[config.mk]
export PLATFORM = sky130hd
export DESIGN_NAME = tbos_mod
export DESIGN_NICKNAME = d
export VERILOG_FILES = /design/src/rtl/toroidal_bitmap_overlap_stamp_top_assert.svh /design/src/rtl/tbos_pkg.sv /design/src/rtl/tbos_mod.sv
export SDC_FILE = /design/constraint.sdc
export NUM_CORES = 1
export LEC_CHECK = 0
export ABC_AREA = 1
export BUFFER_PORTS_ARGS = -buffer_cell sky130_fd_sc_hd__buf_2
export CAP_MARGIN = 20
export CELL_PAD_IN_SITES_DETAIL_PLACEMENT = 1
export CELL_PAD_IN_SITES_GLOBAL_PLACEMENT = 2
export CORE_MARGIN = 8
export CORE_UTILIZATION = 37
export CTS_CLUSTER_SIZE = 28
export DETAILED_ROUTE_END_ITERATION = 12
export GPL_TIMING_DRIVEN = 0
export MAX_ROUTING_LAYER = met4
export PLACE_DENSITY = 0.86
export SLEW_MARGIN = 20
export SYNTH_ARGS = -nofsm -noshare
export SYNTH_HDL_FRONTEND = slang
export SYNTH_SLANG_ARGS = --single-unit
[constraint.sdc]
create_clock -name clk_i -period 4.18 [get_ports clk_i]
set_input_delay 1.254 -clock clk_i [delete_from_list [all_inputs] [get_ports clk_i]]
set_output_delay 1.254 -clock clk_i [all_outputs]
set_load 0.01 [all_outputs]
[src/rtl/toroidal_bitmap_overlap_stamp_top_assert.svh]
// assertion macros for the toroidal bitmap overlap stamp
`ifndef TOROIDAL_BITMAP_OVERLAP_STAMP_TOP_ASSERT_SVH
`define TOROIDAL_BITMAP_OVERLAP_STAMP_TOP_ASSERT_SVH

// same-cycle implication, off while in reset
`define TBOS_ASSERT_IMP(lbl, ante, cons, msg) \
  lbl: assert property (@(posedge clk_i) disable iff (!rst_ni) (ante) |-> (cons)) \
    else $error(msg);

// next-cycle implication, off while in reset
`define TBOS_ASSERT_NXT(lbl, ante, cons, msg) \
  lbl: assert property (@(posedge clk_i) disable iff (!rst_ni) (ante) |=> (cons)) \
    else $error(msg);

`endif

[src/rtl/tbos_pkg.sv]
// shared constants, types and helpers for the toroidal bitmap overlap stamp
package tbos_pkg;

  localparam int unsigned CANVAS_W_DEFAULT = 256;
  localparam int unsigned CANVAS_H_DEFAULT = 256;
  localparam int unsigned MAX_IMAGE_W      = 64;

  localparam int unsigned DIM_W      = 9;
  localparam int unsigned POS_W      = 8;
  localparam int unsigned ROW_IDX_W  = 6;
  localparam int unsigned IMG_W_W    = 7;
  localparam int unsigned ROW_BITS_W = 64;
  localparam int unsigned COUNT_W    = 13;
  localparam int unsigned LEN_W      = 7;
  localparam int unsigned OFF_W      = 6;
  localparam int unsigned NIDX_W     = 2 * DIM_W;
  localparam int unsigned STEP_CNT_W = $clog2(DIM_W);
  localparam int unsigned APB_DATA_W = 32;
  localparam int unsigned APB_ADDR_W = 3;

  localparam logic [COUNT_W-1:0] COUNT_MAX = '1;
  localparam logic [DIM_W-1:0]   DIM_RESET = DIM_W'(256);

  typedef enum logic {
    REG_CANVAS_WIDTH  = 1'b0,
    REG_CANVAS_HEIGHT = 1'b1
  } reg_idx_e;

  typedef enum logic {
    MODE_QUERY = 1'b0,
    MODE_STAMP = 1'b1
  } mode_e;

  typedef enum logic [2:0] {
    ST_CLEAR,
    ST_IDLE,
    ST_MOD,
    ST_READ,
    ST_WRITE,
    ST_DONE
  } state_e;

  function automatic logic [DIM_W-1:0] clamp_dim(input logic [DIM_W-1:0] v,
                                                 input int unsigned maxv);
    logic [DIM_W-1:0] r;
    if (v == '0) begin
      r = DIM_W'(1);
    end else if (32'(v) > maxv) begin
      r = DIM_W'(maxv);
    end else begin
      r = v;
    end
    return r;
  endfunction

endpackage

[src/rtl/tbos_mod.sv]
// iterative remainder unit, one quotient bit per cycle with a fast path
module tbos_mod
  import tbos_pkg::*;
(
  input  logic             clk_i,
  input  logic             rst_ni,
  input  logic             start_i,
  input  logic [DIM_W-1:0] num_i,
  input  logic [DIM_W-1:0] den_i,
  output logic             busy_o,
  output logic [DIM_W-1:0] rem_o
);

  logic                  busy_q;
  logic [STEP_CNT_W-1:0] cnt_q;
  logic [DIM_W-1:0]      num_q;
  logic [DIM_W-1:0]      den_q;
  logic [DIM_W-1:0]      rem_q;
  logic [DIM_W:0]        shifted;
  logic [DIM_W:0]        diff;
  logic                  fits;

  assign shifted = {rem_q, num_q[DIM_W-1]};
  assign diff    = shifted - {1'b0, den_q};
  assign fits    = (shifted >= {1'b0, den_q});

  always_ff @(posedge clk_i or negedge rst_ni) begin
    if (!rst_ni) begin
      busy_q <= 1'b0;
      cnt_q  <= '0;
    end else if (start_i) begin
      busy_q <= (num_i >= den_i);
      cnt_q  <= STEP_CNT_W'(DIM_W - 1);
    end else if (busy_q) begin
      cnt_q <= cnt_q - 1'b1;
      if (cnt_q == '0) begin
        busy_q <= 1'b0;
      end
    end
  end

  always_ff @(posedge clk_i) begin
    if (start_i) begin
      num_q <= num_i;
      den_q <= den_i;
      rem_q <= (num_i < den_i) ? num_i : '0;
    end else if (busy_q) begin
      num_q <= num_q << 1;
      rem_q <= fits ? diff[DIM_W-1:0] : shifted[DIM_W-1:0];
    end
  end

  assign busy_o = busy_q;
  assign rem_o  = rem_q;

endmodule

Word-level counts from Yosys, hierarchy flattened. Index checks and enable logic that the tools add are counted.

Input port bits: 21. Register bits after elaboration: 32. Word-level logic and storage cells: 23. Output and inout bits: 10.

Add/sub/neg operators: 2. Muxes and demuxes: 11. Reduce and logical (&&, ||, !) cells: 2. Order comparisons: 3.

Operators by type and width (count): 9-bit 2-to-1 mux (6); 10-bit by 9-bit greater-or-equal comparator with 1-bit output (1); 9-bit greater-or-equal comparator (1); 9-bit < comparator (1); 9-bit subtractor (1); 4-bit 2-to-1 mux (2); 4-bit logical NOT (1); 4-bit by 1-bit subtractor with 4-bit output (second input constant) (1); 1-bit 2-to-1 mux (3); 2-bit nonzero test (1).

Depth between registers and ports, before layout. Gate-level depths: netlist of run 1.

Depth after elaboration: 4. Depth in mapped cells: 13. Gate-level depth less buffers: 13.

Least setup slack after synthesis of run 1. OpenSTA, ideal clock, no wires.

Kind: input -> register. Start: input den_i[8]. End: register rem_q[6], in the netlist rem_o[6], data pin. Cell stages on the path: 9. Path slack: 1.637 ns. Arrival time: 2.290 ns. Cells stage by stage: inv_1 -> ha_1 -> nand2_1 -> nor2_1 -> nand3b_1 -> and3_1 -> buf_1 -> nand2_1 -> nand2_1.

Longest elaborated chain between the ends: 3.

Ends and longest elaborated chain: from (decl) (RTL line tbos_mod.sv:9) `input logic [DIM_W-1:0] den_i,`; 9-bit < comparator (RTL line tbos_mod.sv:46) `rem_q <= (num_i < den_i) ? num_i : '0;`; 9-bit 2-to-1 mux (RTL line tbos_mod.sv:46); 9-bit 2-to-1 mux (RTL line tbos_mod.sv:43) `if (start_i) begin`; to (signal assigned) (RTL line tbos_mod.sv:46); to (signal assigned) (RTL line tbos_mod.sv:49) `rem_q <= fits ? diff[DIM_W-1:0] : shifted[DIM_W-1:0];`; to (decl) (RTL line tbos_mod.sv:18) `logic [DIM_W-1:0] rem_q;`.

No other way between the ends. A chain may end at the register's enable or synchronous reset.

Worst setup path after layout of run 1.
Start: input den_i[4]. End: register rem_q[1], in the netlist rem_o[1], data pin.

Same word-level chain as after synthesis.

==> impl_metrics.py, run 1 <==
metrics = {
    "yosys": {
        "synth_area_leaders": "edfxtp_1 (35%), nand2_1 (15%), ha_1 (11%)",
        "synthDominantCellAreaShare_pct": 35.39,
        "dominantRegCellSynth": "edfxtp_1",
        "synth_top_cell_by_area": "edfxtp_1",
        "net_count_after_synthesis": 322,
        "post_synthesis_compound_gate_area_fraction_pct": 3.768,
        "yosys.area_share.adder_pct": 11.80,
        "synth_enable_flop_cells": 27,
        "synth.yosys.warnings": 0,
        "synth.yosys.seq_area_share_pct": 40.85,
        "synthCells": 280,
        "xor_xnor_portion_of_the_synthesized_cell_area_pct": 1.147,
        "synth_simple_gate_area_share_pct": 32.06,
        "synth.ff_latch_count": 32,
        "synthMuxAreaShare_pct": 0,
        "postSynthAreaPerCell_sq_um": 8.182,
        "netlist_top_cells_count": "nand2_1 (93), inv_1 (53), edfxtp_1 (27)",
        "netlist_area_sq_um": 2291,
        "synth_top_family_by_area": "simple AND/OR/NAND/NOR gates",
        "synth_async_sr_flop_share_pct": 15.63,
        "yosysMostFrequentCell": "nand2_1",
        "synth_cell_types": 32,
    },
    "clock_network": {
        "cts_max_level": 2,
        "post_cts.repair.setup_buffers": 0,
        "cts_sinks": 32,
        "tritoncts": "yes",
        "clock_tree.root_cell": "clkbuf_8",
        "cts_resized": 0,
        "cts_inserted_buffers": 5,
        "clock_insertion_delay_worst_skew_ps": 280,
        "clk_pin_slew_ps": 60,
        "post_cts_hold_buffer_count": 0,
        "clock_tree.buffer_depth": 2,
    },
    "global_route": {
        "grt_ovf": 0,
        "antenna_found_initial": 0,
        "globalRouteTotalUtil_pct": 13.92,
        "largest_net_degree_at_the_start_of_global_routing": 20,
        "grt_pass1_wl_mm": 9.639,
        "first_global_vias": 2068,
    },
    "critical_path": {
        "timing_worst_setup_path_type": "input pin to register",
        "endpoint_kind": "register",
        "critical_path_peak_fanout": 9,
        "worst_r2r_path_depth": 10,
        "r2r_setup_slack_ps": 2110,
        "worst_ep_arrival_time_ps": 2630,
        "start_kind": "input pin",
        "critical_path.reg2reg.startpoint": "num_q[8]",
        "critPathRequiredTime_ps": 4210,
        "reg2reg_to": "rem_o[1]",
    },
    "sta": {
        "grt_setup_unrepaired": "no",
        "final.setup_skew_ps": 6.245,
        "setup_total_negative_slack_ps": 0,
        "min_period_over_period_pct": 62.14,
        "tightest_slew_ps": 745.9,
        "final-max-slew-violation-count": 0,
        "finalSetupViolCount": 0,
        "finalWorstSetupSlack_ps": 1582,
        "hold_violations": 0,
        "max-slew-margin-rel_pct": 50.22,
        "final_period_demand_of_the_worst_path_ps": 2598,
        "max_freq_mhz": 385.0,
    },
    "hold_path": {
        "hold_path_end": "num_q[1]",
        "hold_path_depth": 2,
        "worstHoldStart": "num_q[0]",
        "hp-class": "register to register",
    },
    "floorplan": {
        "chipHeight_um": 94.69,
        "standard_cell_core_area_sq_um": 5956,
        "die_x_um": 94.69,
        "fp.dieArea_sq_um": 8965,
        "rows": 28,
        "pin_count": 31,
        "initial_utilization_pct": 38.47,
    },
    "placed_design": {
        "postPlaceCellArea_sq_um": 2535,
        "dp_slack_ps": 1226,
        "hpwl_mm": 4.548,
        "place.gp.congestion": 0.7874,
        "numPortBuffers": 30,
    },
    "drt": {
        "detail_route.first_pass.iterations": 4,
        "num_vias": 1839,
        "drtIter0Drc": 67,
        "postRouteWirelength_mm": 5.464,
        "drc_errors": 0,
        "route.antenna.remaining_nets": 0,
        "routedWlPerCell_um": 13.90,
        "viasPerCell": 4.679,
    },
    "power": {
        "cellInternalPower_uw": 835.0,
        "share_comb_of_total_power_pct": 44.7,
        "power_frac_clock_pct": 21.3,
        "power.switching_fraction_pct": 38.86,
        "ir_drop_uv": 239.3,
        "sequentialPowerShare_pct": 34.0,
        "total_power_uw": 1366,
        "leakagePower_uw": 0.001462,
        "p_sw_uw": 530.7,
        "p_per_area_nw_per_um2": 516.8,
    },
    "finish": {
        "layout-area-overhead-vs-synth_pct": 15.35,
        "final_cell_area_sq_um": 2643,
        "final_layout_size_suffix_gt1_share_pct": 17.92,
        "final_net_count": 359,
        "n_antenna_cell": 0,
    },
    "job": {
        "cap_viol_max_count": 0,
    },
    "status": {
        "run_status": "finished, final reports clean",
    },
}
-- stage by stage --
stage	std cells	hold WS, ps	utilization [%]
3_5_place_dp	385	508.2	42.56
2_1_floorplan	280	480.7	-
3_3_place_gp	385	490.5	42.56
5_1_grt	393	558.4	44.37
6_report	393	518.4	44.37
4_1_cts	393	525.4	44.37
-- registers in the layout, indices dropped and copies added (netlist names) --
| register | flops |
|---|---|
| busy_o | 1 |
| cnt_q | 4 |
| den_q | 9 |
| num_q | 9 |
| rem_o | 9 |
-- layer usage --
metal  vias up  global-route usage (%)  wire, um
met3         7                   1.984        77
met5         -                       -         0
met2        18                   24.16      2755
met4         0                   4.941        89
li1        961                       -         -
met1       853                   15.93      2542
-- cell usage in the layout, fill, tap and decap left out --
cell type,synthesis,layout
a21o_1,1,1
a21oi_1,8,8
and3_1,1,1
buf_1,1,1
buf_2,1,31
buf_4,1,1
buf_6,1,1
bufinv_16,0,1
clkbuf_1,1,2
clkbuf_8,0,5
clkinv_2,0,1
dfrtp_1,5,5
edfxtp_1,27,27
fa_1,1,1
ha_1,20,20
inv_1,53,53
inv_2,2,2
nand2_1,93,93
nand2_2,6,6
nand2_4,2,2
nand2_8,1,1
nand3_1,17,17
nand3_2,1,1
nand3b_1,9,9
nand3b_4,1,1
nand4_1,4,4
nor2_1,8,8
nor2_2,1,1
nor2_8,2,2
nor3_1,1,1
nor3_2,1,1
o21a_1,1,1
o21ai_0,5,5
o22ai_1,1,1
xnor2_1,3,3
-- power groups by stage --
stage | Sequential (uW) | Combinational [uW] | Clock, uW
2_1_floorplan | 475 | 443 | 0
3_3_place_gp | 469 | 603 | 0
3_5_place_dp | 471 | 620 | 0
4_1_cts | 465 | 624 | 293
5_1_grt | 474 | 701 | 303
6_report | 465 | 610 | 290
-- logic make-up after synthesis --
kind of cell | after synthesis
flip-flops | 32
AND/OR/NAND/NOR | 148
adder cells (fa/ha/maj) | 21
XOR/XNOR | 3
AO/OA/AOI/OAI | 16
buffers and inverters | 60
-- critical path: stages --
cell and delay, ps:
buf_2 90, inv_1 40, ha_1 280, nand2_1 70, o21ai_0 250, nand2_1 100
and3_1 150, buf_1 210, nand2_1 120, nand2_1 70
-- how the worst max path moves through the flow --
| stage | startpoint | end | slack (ps) |
|---|---|---|---|
| final | den_i[4] | rem_o[1] | 1580 |
| after CTS | den_i[4] | rem_o[1] | 1530 |
| after global placement | den_i[4] | rem_o[0] | 1230 |
| after global routing | den_i[4] | rem_o[7] | 1410 |
| after floorplan | den_i[8] | rem_o[6] | 1640 |
| after detailed placement | den_i[4] | rem_o[1] | 1230 |
-- layout make-up --
cell class,count,area (sq um)
Buffer,5,31.28
Clock buffer,6,72.57
Clock inverter,2,35.03
Fill cell,769,3313
Inverter,55,206.4
Multi-Input combinational cell,188,1117
Sequential cell,32,935.9
Tap cell,75,93.84
Timing Repair Buffer,30,150.1
(Power assumes the default switching activity.)
==> run 2: changes to the inputs <==
--- a/config.mk
+++ b/config.mk
@@ -11,12 +11,12 @@
 export CELL_PAD_IN_SITES_DETAIL_PLACEMENT = 1
 export CELL_PAD_IN_SITES_GLOBAL_PLACEMENT = 2
 export CORE_MARGIN = 8
-export CORE_UTILIZATION = 37
+export CORE_UTILIZATION = 34
 export CTS_CLUSTER_SIZE = 28
 export DETAILED_ROUTE_END_ITERATION = 12
 export GPL_TIMING_DRIVEN = 0
 export MAX_ROUTING_LAYER = met4
-export PLACE_DENSITY = 0.86
+export PLACE_DENSITY = 0.8
 export SLEW_MARGIN = 20
 export SYNTH_ARGS = -nofsm -noshare
 export SYNTH_HDL_FRONTEND = slang
==> constraint.sdc (replaced) <==
create_clock -name clk_i -period 2.6 [get_ports clk_i]
set_input_delay 0.78 -clock clk_i [delete_from_list [all_inputs] [get_ports clk_i]]
set_output_delay 0.78 -clock clk_i [all_outputs]
set_load 0.01 [all_outputs]
==> run 2 against run 1 <==
Net effect: combinational power is 61% higher; sequential power grew 60%; total power rose by 61%; flip-flop and latch count unchanged.
==> impl_metrics.py, run 2 (synthesis gave the netlist of run 1 again) <==
metrics = {
    "finish": {
        "multi_input_area_sq_um": 1117,
        "register_cell_area_after_layout_sq_um": 935.9,
        "finish.cell_count_without_fillers": 398,
        "finalCoreUtilization_pct": 39.92,
        "final_layout_size_suffix_gt1_share_pct": 18.24,
        "final_cell_mix": "nand2_1 (93), inv_1 (53), buf_2 (31)",
        "mostFrequentLayoutCell": "nand2_1",
        "layout-area-overhead-vs-synth_pct": 15.78,
        "fillers": 831,
        "n_antenna_cell": 0,
        "final_net_count": 359,
    },
    "critical_path": {
        "critPathBufInv": 3,
        "worst_ep_arrival_time_ps": 2160,
        "cpLargestDelayFamily": "simple AND/OR/NAND/NOR gates",
        "crit_path_top_delay_cell": "ha_1",
        "crit_path_max_incr_delay_ps": 280,
        "start_kind": "input pin",
        "startpoint": "den_i[8]",
        "crit_top_cell": "nand2_1",
        "critical_path_peak_fanout": 9,
        "endpoint_kind": "register",
        "critical_path.reg2reg.startpoint": "num_q[8]",
        "timing_worst_setup_path_type": "input pin to register",
        "crit_path_cell_trace": "buf_2 -> inv_1 -> ha_1 -> nand2_1 -> nor2_1 -> nand3b_1 -> and3_1 -> buf_1 -> nand2_1 -> nand2_1",
        "critPathRequiredTime_ps": 2640,
    },
    "placed_design": {
        "hpwl_mm": 4.473,
        "numPortBuffers": 30,
        "place.gp.congestion": 0.7649,
        "placed_cells_incl_taps": 390,
    },
    "clock_network": {
        "post_cts.repair.setup_buffers": 0,
        "cts_resized": 0,
        "clock_tree.buffer_depth": 2,
        "cts_max_level": 2,
        "post_cts_hold_buffer_count": 0,
        "clock_insertion_delay_worst_skew_ps": 280,
        "clock_tree.root_cell": "clkbuf_8",
        "tritoncts": "yes",
        "cts_sinks": 32,
        "clk_pin_slew_ps": 70,
        "cts_inserted_buffers": 5,
    },
    "sta": {
        "grt_setup_unrepaired": "no",
        "fin_hold_ws_ps": 296.5,
        "final-max-slew-violation-count": 0,
        "hold_violations": 0,
        "min_period_over_period_pct": 81.60,
        "final_period_demand_of_the_worst_path_ps": 2122,
        "setup_total_negative_slack_ps": 0,
        "tightest_slew_ps": 777.6,
        "max-slew-margin-rel_pct": 48.10,
        "finalSetupViolCount": 0,
        "final.setup_skew_ps": 5.865,
        "max_freq_mhz": 471.4,
    },
    "drt": {
        "met3RoutedLength_um": 102,
        "detail_route.first_pass.iterations": 3,
        "route.antenna.remaining_nets": 0,
        "num_vias": 1849,
        "routedWlPerCell_um": 13.77,
        "wl_met1_mm": 2.629,
        "drc_errors": 0,
        "route.met2.wl_mm": 2.639,
        "dr.max_layer_used": "met4",
        "postRouteWirelength_mm": 5.481,
        "drtIter0Drc": 47,
        "viasPerCell": 4.646,
    },
    "floorplan": {
        "fp.dieArea_sq_um": 9621,
        "rows": 30,
        "pin_count": 31,
        "initial_utilization_pct": 34.48,
        "die_x_um": 98.09,
        "standard_cell_core_area_sq_um": 6644,
        "chipHeight_um": 98.09,
    },
    "power": {
        "ir_drop_uv": 317.0,
        "cellInternalPower_uw": 1341,
        "p_sw_uw": 864.2,
        "power_frac_clock_pct": 21.6,
        "share_comb_of_total_power_pct": 44.6,
        "power.switching_fraction_pct": 39.19,
        "p_per_area_nw_per_um2": 831.4,
        "sequentialPowerShare_pct": 33.8,
        "leakagePower_uw": 0.001461,
    },
    "global_route": {
        "antenna_found_initial": 0,
        "grt_ovf": 0,
        "globalRouteTotalUtil_pct": 12.68,
        "largest_net_degree_at_the_start_of_global_routing": 20,
        "grt_pass1_wl_mm": 9.604,
        "first_global_vias": 1997,
    },
    "status": {
        "run_status": "finished, final reports clean",
    },
    "job": {
        "cap_viol_max_count": 0,
    },
    "hold_path": {
        "hp-class": "input pin to async pin",
    },
}
-- run 2: changes by cell type in the layout (fill, tap and decap cells not counted) --
cell	delta
clkbuf_1	-1
clkinvlp_4	+1
-- run 2: per-stage QoR --
step           power, uW  setup slack [ps]  cell area [sq um]
2_1_floorplan       1476             530.6               2291
3_3_place_gp        1732             167.5               2541
3_5_place_dp        1753             157.2               2541
4_1_cts             2236             452.8               2653
5_1_grt             2388             346.2               2653
6_report            2205             478.5               2653
-- run 2: area by class of cell --
class	count	share of cell area, %
clock buffer	5	2.594
buffer	5	1.179
sequential	32	35.28
timing repair buffer	30	5.660
clock inverter	3	1.604
tap	80	3.774
inverter	55	7.783
multi-input combinational	188	42.12
-- run 2: final timing paths --
path / cells after the start / slack, ps / endpoint
worst max-delay path: 10 / 480 / rem_o[0]
worst min-delay path: 1 / 300 / cnt_q[2]
worst max register to register: 10 / 520 / rem_o[6]
worst min register to register: 2 / 520 / num_q[5]
max in group asynchronous: 1 / 2170 / cnt_q[3]
min in group clk_i: 2 / 520 / num_q[5]
-- run 2: power by group through the flow --
stage / combinational [uW] / clock, uW / sequential, uW
floorplan: 711 / 0 / 764
finish: 984 / 476 / 745
global route: 1130 / 501 / 758
global placement: 976 / 0 / 756
detailed placement: 995 / 0 / 758
CTS: 1000 / 486 / 748
-- run 2: layer usage --
layer / up-vias / track usage, %
li1: 962 / -
met1: 854 / 14.72
met2: 24 / 21.60
met3: 9 / 2.063
met4: 0 / 4.556
met5: - / -
